--- config.mk ---
export PLATFORM = sky130hd
export DESIGN_NAME = set_window_filter
export DESIGN_NICKNAME = d
export VERILOG_FILES = /design/src/hw/rtl/set_pkg.sv /design/src/hw/rtl/set_window_filter.sv
export SDC_FILE = /design/constraint.sdc
export NUM_CORES = 1
export LEC_CHECK = 0
export BUFFER_PORTS_ARGS = -buffer_cell sky130_fd_sc_hd__buf_2
export CAP_MARGIN = 20
export CORE_UTILIZATION = 31
export CTS_CLUSTER_DIAMETER = 100
export DETAILED_ROUTE_END_ITERATION = 7
export PLACE_DENSITY = 0.55
export SLEW_MARGIN = 20
export SYNTH_ARGS = -nofsm -noshare
export SYNTH_HDL_FRONTEND = slang
export SYNTH_SLANG_ARGS = --single-unit
--- constraint.sdc ---
create_clock -name clk -period 24.7 [get_ports clk]
set_input_delay 2.47 -clock clk [delete_from_list [all_inputs] [get_ports clk]]
set_output_delay 2.47 -clock clk [all_outputs]
set_load 0.01 [all_outputs]
--- src/hw/rtl/set_pkg.sv ---
// shared constants, types and helpers for the sobel edge threshold block
`default_nettype none
package set_pkg;

  localparam int MAX_WIDTH  = 1024;
  localparam int MAX_HEIGHT = 1024;

  localparam int CFG_W    = 11;
  localparam int PIXEL_W  = 8;
  localparam int SUM_W    = 11;
  localparam int ADDR_W   = $clog2(MAX_WIDTH);
  localparam int COL_W    = $clog2(MAX_WIDTH + 1);
  localparam int ROW_W    = $clog2(MAX_HEIGHT + 1);
  localparam int KSUM_W   = PIXEL_W + 2;

  localparam logic [PIXEL_W-1:0] EDGE_ON  = 8'd255;
  localparam logic [PIXEL_W-1:0] EDGE_OFF = 8'd0;

  typedef enum logic [1:0] {
    REG_IMAGE_WIDTH  = 2'd0,
    REG_IMAGE_HEIGHT = 2'd1,
    REG_EDGE_LIMIT   = 2'd2
  } reg_index_t;

  // per-item control carried from the input register to the window stage
  typedef struct packed {
    logic clear_window;
    logic row_ge1;
    logic row_ge2;
    logic mem_write;
    logic has_result;
    logic frame_end;
  } item_ctl_t;

  function automatic logic [COL_W-1:0] clamp_width(input logic [CFG_W-1:0] v);
    logic [31:0] x;
    x = 32'(v);
    if (x == 32'd0) begin
      x = 32'd1;
    end else if (x > 32'(MAX_WIDTH)) begin
      x = 32'(MAX_WIDTH);
    end
    return COL_W'(x);
  endfunction

  function automatic logic [ROW_W-1:0] clamp_height(input logic [CFG_W-1:0] v);
    logic [31:0] x;
    x = 32'(v);
    if (x == 32'd0) begin
      x = 32'd1;
    end else if (x > 32'(MAX_HEIGHT)) begin
      x = 32'(MAX_HEIGHT);
    end
    return ROW_W'(x);
  endfunction

endpackage
`default_nettype wire

--- src/hw/rtl/set_window_filter.sv ---
// 3x3 window registers and sobel gradient with threshold
`default_nettype none
module set_window_filter (
  input  wire logic                          clk,
  input  wire logic                          rst,
  input  wire logic                          step,
  input  wire logic                          clear,
  input  wire logic [set_pkg::PIXEL_W-1:0]   top,
  input  wire logic [set_pkg::PIXEL_W-1:0]   mid,
  input  wire logic [set_pkg::PIXEL_W-1:0]   bot,
  input  wire logic [set_pkg::CFG_W-1:0]     limit,
  output logic      [set_pkg::SUM_W-1:0]     gradient,
  output logic      [set_pkg::PIXEL_W-1:0]   edge_value
);

  // window[row][col], row 0 top, col 2 newest
  logic [set_pkg::PIXEL_W-1:0] window      [3][3];
  logic [set_pkg::PIXEL_W-1:0] window_next [3][3];

  logic [set_pkg::KSUM_W-1:0] xp, xn, yp, yn;
  logic [set_pkg::KSUM_W-1:0] dx, dy;

  always_comb begin
    for (int k = 0; k < 3; k++) begin
      window_next[k][0] = clear ? '0 : window[k][1];
      window_next[k][1] = clear ? '0 : window[k][2];
    end
    window_next[0][2] = top;
    window_next[1][2] = mid;
    window_next[2][2] = bot;
  end

  always_comb begin
    xp = set_pkg::KSUM_W'(window_next[0][2]) + {1'b0, window_next[1][2], 1'b0}
       + set_pkg::KSUM_W'(window_next[2][2]);
    xn = set_pkg::KSUM_W'(window_next[0][0]) + {1'b0, window_next[1][0], 1'b0}
       + set_pkg::KSUM_W'(window_next[2][0]);
    yp = set_pkg::KSUM_W'(window_next[0][0]) + {1'b0, window_next[0][1], 1'b0}
       + set_pkg::KSUM_W'(window_next[0][2]);
    yn = set_pkg::KSUM_W'(window_next[2][0]) + {1'b0, window_next[2][1], 1'b0}
       + set_pkg::KSUM_W'(window_next[2][2]);
    dx = (xp >= xn) ? xp - xn : xn - xp;
    dy = (yp >= yn) ? yp - yn : yn - yp;
    gradient   = set_pkg::SUM_W'(dx) + set_pkg::SUM_W'(dy);
    edge_value = (gradient > limit) ? set_pkg::EDGE_ON : set_pkg::EDGE_OFF;
  end

  always_ff @(posedge clk) begin
    if (rst) begin
      for (int r = 0; r < 3; r++) begin
        for (int c = 0; c < 3; c++) begin
          window[r][c] <= '0;
        end
      end
    end else if (step) begin
      window <= window_next;
    end
  end

endmodule
`default_nettype wire

==> qor.log, run 1 <==
[global_route] maximum number of pins on one net before global-route repair 57
[die] IO Pins 58
[power] sum of internal, switching and leakage power 845 uW
[clock_network] CTS hold repair buffers 0
[yosys] Post-synth EDFFs 0
[clock_network] register clock-pin slew on the reported worst setup and hold paths 0.07 ns
[worst_setup_path] family of cells with the greatest summed delay on the critical path compound AO/OA/AOI/OAI gates
[routing] first-pass detailed-route iteration total 4
[routing] DRC violation count after routing 0
[routing] per-cell routed wire length 14.6 um
[timing] f_max 82.6 MHz
[worst_setup_path] buffering stage count on the worst path with inverters included 2
[yosys] Mapped Nets 854
[routing] vias per cell 4.72
[worst_setup_path] Setup crit end kind output port
[clock_network] TritonCTS Buffers 5
[global_route] sum of overflow across all layers after global routing 0
[final_layout] area grow syn2layout 10.5%
[worst_setup_path] slowest cell on the critical path sky130_fd_sc_hd__buf_2
[worst_setup_path] endpoint required time on the critical path 22.23 ns
[global_route] initial antenna violation count 0
[run_status] run status finished clean
[min_path] worst min-delay path class reg2reg
[clock_network] CTS H-tree lvls 2
[global_route] first-pass GRT wire length 23.3 mm
[global_route] global routing usage summed across all routing layers 14.5%
[worst_setup_path] nature of the critical path startpoint input port
[timing] fin crit share 49.0%
[final_layout] largest registers in the final layout window (48)
[placement] final RePlAce weighted congestion 0.841
[global_route] vias in the first global route 4,433
[yosys] Synthesis Warnings 0
[timing] clock tree skew after final layout 0.00278 ns
[yosys] post-synthesis sequential area ratio 15.7%
[clock_network] Worst-Skew Late Latency 0.29 ns
[timing] slew at the pin with the worst max-slew slack 0.956 ns
[clock_network] PostCTS Resize Cnt 0
[timing] remaining max-slew budget at the tightest pin 36.2%
[die] horizontal die dimension 142 um
[clock_network] post-CTS setup buffers 0
[placement] number of buffer cells added on primary ports 57
[timing] count of endpoints failing setup in the final report 0
[final_layout] flip-flop count of the largest register, all copies and words added 48
[timing] setup TNS 0 ns
[yosys] number of distinct standard cells referenced by the synthesized netlist 46
[placement] half-perimeter wire length of the detailed placement result 11.8 mm
[die] placement row count 50
[worst_setup_path] CP Data Arrival Time 9.64 ns
[clock_network] Clock Tree Root sky130_fd_sc_hd__clkbuf_16
[timing] count of endpoints failing hold in the final timing report 0
[yosys] Mapped Avg Cell Area 8.94 um2
[power] Power per Cell Area 125 nW/um2
[yosys] gate count after technology mapping 683
[timing] max-slew violation count 0
[routing] detailed router's first-iteration violation count 360
[yosys] post-synthesis instance area 6100 um2
[die] Initial Util 32.1%
[final_layout] largest register by flop count window
[run] number of max-cap violations 0
[worst_setup_path] Crit Path Max Fanout 48
[die] total die area 20,300 um2
[power] leakage power total 3.46 nW
[worst_setup_path] critical path type in2out
[final_layout] antenna diode count 0
[routing] count of antenna-violating nets left after detailed routing 0
[die] area of the core 19,000 um2
[final_layout] share of layout cells above drive strength 1 11.7%
[yosys] flops & latches, synth 48
[clock_network] CTS max path bufs 2
[yosys] primary flip-flop cell chosen by synthesis mapping sky130_fd_sc_hd__dfxtp_1
[routing] vias 4,603
[final_layout] final layout net count 887
[yosys] ys async rst share 0%
[worst_setup_path] most frequent CP cell sky130_fd_sc_hd__a21oi_1
[die] vertical die dimension 142 um
[timing] shortest clock period the worst path allows after layout 12.11 ns
[routing] overall routed net length 14.3 mm
[timing] RSZ-0062 raised after global routing false
[power] VDD IR-drop max 70.5 uV
[clock_network] clock tree from TritonCTS built
[clock_network] Num Clock Sinks 48
[worst_setup_path] delay contributed by the slowest stage of the critical path 0.65 ns
==> path summary, 6_finish.rpt <==
check | startpoint | slack (ns) | depth (start not counted) | end
max | clear | 12.59 | 30 | edge_value[0]
min | window[37] | 0.47 | 2 | window[37]
max reg2reg | window[3] | 23.83 | 3 | window[11]
min reg2reg | window[37] | 0.47 | 2 | window[37]
==> worst register-to-register path: stages, from the launching register on <==
cell	delay [ns]
sky130_fd_sc_hd__dfxtp_1	0.33
sky130_fd_sc_hd__nor2b_1	0.24
sky130_fd_sc_hd__mux2i_1	0.12
sky130_fd_sc_hd__nor2_1	0.11
==> layout make-up <==
class | count | area (um2)
Timing Repair Buffer | 58 | 293
Tap cell | 260 | 325
Clock inverter | 2 | 60.1
Clock buffer | 5 | 125
Fill cell | 1982 | 12300
Sequential cell | 48 | 961
Multi-Input combinational cell | 532 | 4710
Inverter | 71 | 267
==> cell usage after synthesis (all sizes together) (8+ instances only) <==
master	n	share of area [%]
o21ai	16	1.7
a21o	37	4.6
nor2b	41	4.2
a21oi	42	3.4
buf	18	1.8
nor2	57	3.5
dfxtp	48	16
nand2b	14	1.4
ha	95	19
xor2	22	3.2
fa	37	12
xnor2	28	4.0
mux2i	54	8.9
nand2	13	0.80
clkbuf	14	0.86
inv	71	4.4
nand3b	8	0.98
==> where the power goes <==
group	internal, mW	total, mW	leakage (nW)	switching [mW]
sequential	0.0805	0.0819	0.392	0.00138
combinational	0.291	0.675	2.98	0.385
clock	0.0575	0.0873	0.0899	0.0299
total	0.429	0.845	3.46	0.416
==> cells by family after synthesis <==
family | count (synthesis) | share of synthesized area, %
and+or+nand+nor | 161 | 13.9
AOI/OAI and AO/OA | 133 | 15.3
adders and majority gates | 132 | 31.6
buffers and inverters | 103 | 7.05
muxes | 56 | 9.22
xor gates and xnor gates | 50 | 7.17
DFF | 48 | 15.7
==> placed cells by master, fill, tap and decap left out, types with 4 or more instances in the layout <==
cell type                   synthesis  layout
sky130_fd_sc_hd__ha_1              95      95
sky130_fd_sc_hd__inv_1             71      71
sky130_fd_sc_hd__nor2_1            57      57
sky130_fd_sc_hd__buf_2              8      57
sky130_fd_sc_hd__mux2i_1           54      54
sky130_fd_sc_hd__dfxtp_1           48      48
sky130_fd_sc_hd__a21oi_1           42      42
sky130_fd_sc_hd__nor2b_1           41      41
sky130_fd_sc_hd__fa_1              37      37
sky130_fd_sc_hd__a21o_1            35      35
sky130_fd_sc_hd__xnor2_1           28      28
sky130_fd_sc_hd__xor2_1            22      22
sky130_fd_sc_hd__nand2b_1          14      14
sky130_fd_sc_hd__o21ai_0           14      14
sky130_fd_sc_hd__nand2_1           13      13
sky130_fd_sc_hd__nand3b_1           8       8
sky130_fd_sc_hd__and3_1             7       7
sky130_fd_sc_hd__nand4_1            5       5
sky130_fd_sc_hd__a31oi_1            5       5
sky130_fd_sc_hd__o21bai_1           5       5
sky130_fd_sc_hd__clkbuf_16          0       5
sky130_fd_sc_hd__a211oi_1           4       4
sky130_fd_sc_hd__or2_2              4       4
sky130_fd_sc_hd__a221oi_1           4       4
sky130_fd_sc_hd__nor3_1             4       4
sky130_fd_sc_hd__o41ai_1            4       4
==> layer usage <==
| metal | global-route usage, % | routed length, um |
|---|---|---|
| met1 | 20.7 | 7480 |
| met2 | 24.3 | 6300 |
| met5 | 0 | 0 |
| met3 | 1.28 | 447 |
| met4 | 1.53 | 59 |
==> per-stage QoR <==
step	hold slack [ns]	utilization (%)	cells	worst slack, ns	instance area (um2)
after floorplan	0.441	-	683	13.08	6100
after global placement	0.453	34.5	969	12.60	6560
after detailed placement	0.457	34.5	969	12.50	6560
after CTS	0.469	35.5	976	12.49	6740
after global routing	0.497	35.5	976	11.88	6740
final	0.468	35.5	976	12.59	6740
(Power assumes the default switching activity.)
==> inputs of run 2 (changes only) <==
PLACE_DENSITY = 0.57   (was 0.55)
clock period = 10.2 ns   (was 24.7 ns; I/O delays follow)
==> qor.log, run 2 (synthesis gave the netlist of run 1 again) <==
[run] number of max-cap violations 0
[power] relative contribution of sequential cells to total power 9.9%
[global_route] met3 demand-to-capacity share in global routing 1.18%
[timing] hold slack 0.467 ns
[worst_setup_path] Reg2Reg Setup Slack 9.25 ns
[timing] RSZ-0062 raised after global routing false
[timing] fin crit share 90.9%
[routing] first-pass detailed-route iteration total 4
[final_layout] largest registers in the final layout window (48)
[final_layout] flip-flop count of the largest register, all copies and words added 48
[worst_setup_path] launching point of the worst reg2reg path window[1]
[placement] Inst Count DP 969
[worst_setup_path] slowest cell on the critical path sky130_fd_sc_hd__buf_2
[final_layout] antenna diode count 0
[placement] final RePlAce weighted congestion 0.861
[global_route] vias in the first global route 4,339
[run_status] run status finished clean
[clock_network] TritonCTS Buffers 5
[worst_setup_path] endpoint required time on the critical path 9.18 ns
[routing] detailed router's first-iteration violation count 245
[die] IO Pins 58
[min_path] worst min-delay path class reg2reg
[timing] count of endpoints failing setup in the final report 0
[clock_network] post-CTS setup buffers 0
[routing] vias 4,544
[clock_network] Num Clock Sinks 48
[timing] max-slew violation count 0
[placement] half-perimeter wire length of the detailed placement result 11.8 mm
[power] switching share of total power 49.6%
[clock_network] CTS hold repair buffers 0
[final_layout] leading cell types in the layout, fill and taps excluded sky130_fd_sc_hd__ha_1, sky130_fd_sc_hd__inv_1, sky130_fd_sc_hd__nor2_1, sky130_fd_sc_hd__buf_2, sky130_fd_sc_hd__mux2i_1
[clock_network] clock tree from TritonCTS built
[worst_setup_path] delay contributed by the slowest stage of the critical path 0.65 ns
[routing] vias per cell 4.65
[worst_setup_path] family of cells with the greatest summed delay on the critical path compound AO/OA/AOI/OAI gates
[timing] remaining max-slew budget at the tightest pin 37.7%
[global_route] GRT busiest layer met2
[worst_setup_path] Setup crit end kind output port
[power] proportion of power drawn by combinational gates 80.5%
[timing] shortest clock period the worst path allows after layout 9.27 ns
[power] VDD IR-drop max 195 uV
[power] P_sw 994 uW
[worst_setup_path] critical path type in2out
[power] Power per Cell Area 298 nW/um2
[worst_setup_path] R2R cell count 3
[final_layout] Non-Filler Instances 977
[timing] f_max 108 MHz
[final_layout] final layout net count 887
[worst_setup_path] Crit Path Max Fanout 48
[timing] clock tree skew after final layout 0.00396 ns
[global_route] maximum number of pins on one net before global-route repair 57
[min_path] launch instance of the worst min-delay path window[37]
[worst_setup_path] buffering stage count on the worst path with inverters included 3
[clock_network] Worst-Skew Late Latency 0.29 ns
[clock_network] register clock-pin slew on the reported worst setup and hold paths 0.07 ns
[routing] overall routed net length 14.1 mm
[global_route] sum of overflow across all layers after global routing 0
[placement] number of buffer cells added on primary ports 57
[final_layout] most frequent standard cell in the layout excluding fill and tap cells sky130_fd_sc_hd__ha_1
[final_layout] area grow syn2layout 10.2%
[min_path] worst hold path endpoint window[37]
[clock_network] CTS H-tree lvls 2
[global_route] met1 capacity usage during global routing 21.3%
[timing] slew at the pin with the worst max-slew slack 0.935 ns
[worst_setup_path] endpoint of the lowest-slack register-to-register path window[9]
[placement] Placed Area 6560 um2
[final_layout] largest register by flop count window
[global_route] global routing usage summed across all routing layers 14.3%
[die] area of the core 19,000 um2
[final_layout] cell area after layout 6730 um2
[die] horizontal die dimension 142 um
[global_route] GRT met2 Usage 22.7%
[power] leakage power total 3.45 nW
[worst_setup_path] nature of the critical path startpoint input port
[routing] per-cell routed wire length 14.4 um
[routing] count of antenna-violating nets left after detailed routing 0
[die] total die area 20,300 um2
[die] Initial Util 32.1%
[final_layout] share of layout cells above drive strength 1 11.9%
[timing] setup TNS 0 ns
[global_route] initial antenna violation count 0
[worst_setup_path] CP Data Arrival Time 8.25 ns
[die] vertical die dimension 142 um
[clock_network] CTS max path bufs 2
[final_layout] filler cell count in the final layout 2,025
[power] Power Internal 1.01 mW
[global_route] first-pass GRT wire length 22.9 mm
[timing] count of endpoints failing hold in the final timing report 0
[die] placement row count 50
[min_path] Hold Path Cell Cnt 2
[routing] DRC violation count after routing 0
[power] share of total power in the clock network 9.6%
[clock_network] PostCTS Resize Cnt 0
[clock_network] Clock Tree Root sky130_fd_sc_hd__clkbuf_16
[run 2: worst register-to-register path, stage by stage (launching register included)]
cell and delay, ns:
sky130_fd_sc_hd__dfxtp_1 0.32, sky130_fd_sc_hd__nor2b_1 0.30, sky130_fd_sc_hd__mux2i_1 0.13, sky130_fd_sc_hd__nor2_1 0.12
[run 2: layout make-up]
cell class	instances	area [um2]	area share, %
multi-input combinational	532	4710	70.0
sequential	48	961	14.3
tap	260	325	4.83
timing repair buffer	58	293	4.35
inverter	71	267	3.96
clock buffer	5	125	1.86
clock inverter	3	46.3	0.688
[run 2: worst max path at each step]
| stage | startpoint | end | cells past startpoint |
|---|---|---|---|
| after floorplan | clear | edge_value[1] | 31 |
| after global placement | clear | edge_value[7] | 29 |
| after detailed placement | clear | edge_value[2] | 29 |
| after CTS | clear | edge_value[2] | 29 |
| after global routing | clear | edge_value[2] | 30 |
| final | clear | edge_value[2] | 29 |
[run 2: power groups by stage]
stage                     logic [mW]  registers (mW)  clock network [mW]
final                           1.61           0.198               0.192
after global routing            1.81           0.199               0.204
after CTS                       1.63           0.198               0.198
after detailed placement        1.63           0.203                   0
after global placement          1.63           0.202                   0
after floorplan                 1.30           0.202                   0
[run 2: through the flow]
stage	setup WS, ns	total power [mW]	util (%)
floorplan	1.48	1.50	-
global placement	1.03	1.83	34.5
detailed placement	0.851	1.83	34.5
CTS	0.843	2.03	35.4
global route	0.145	2.21	35.4
finish	0.928	2.00	35.4
[run 2: per-layer routing]
layer  share of wire (%)  routed length, um  up-vias
met5                   0                  0        -
met4                0.65                 91        0
li1                    -                  -     2378
met3                 3.3                469        7
met2                  43               6050       85
met1                  53               7490     2074
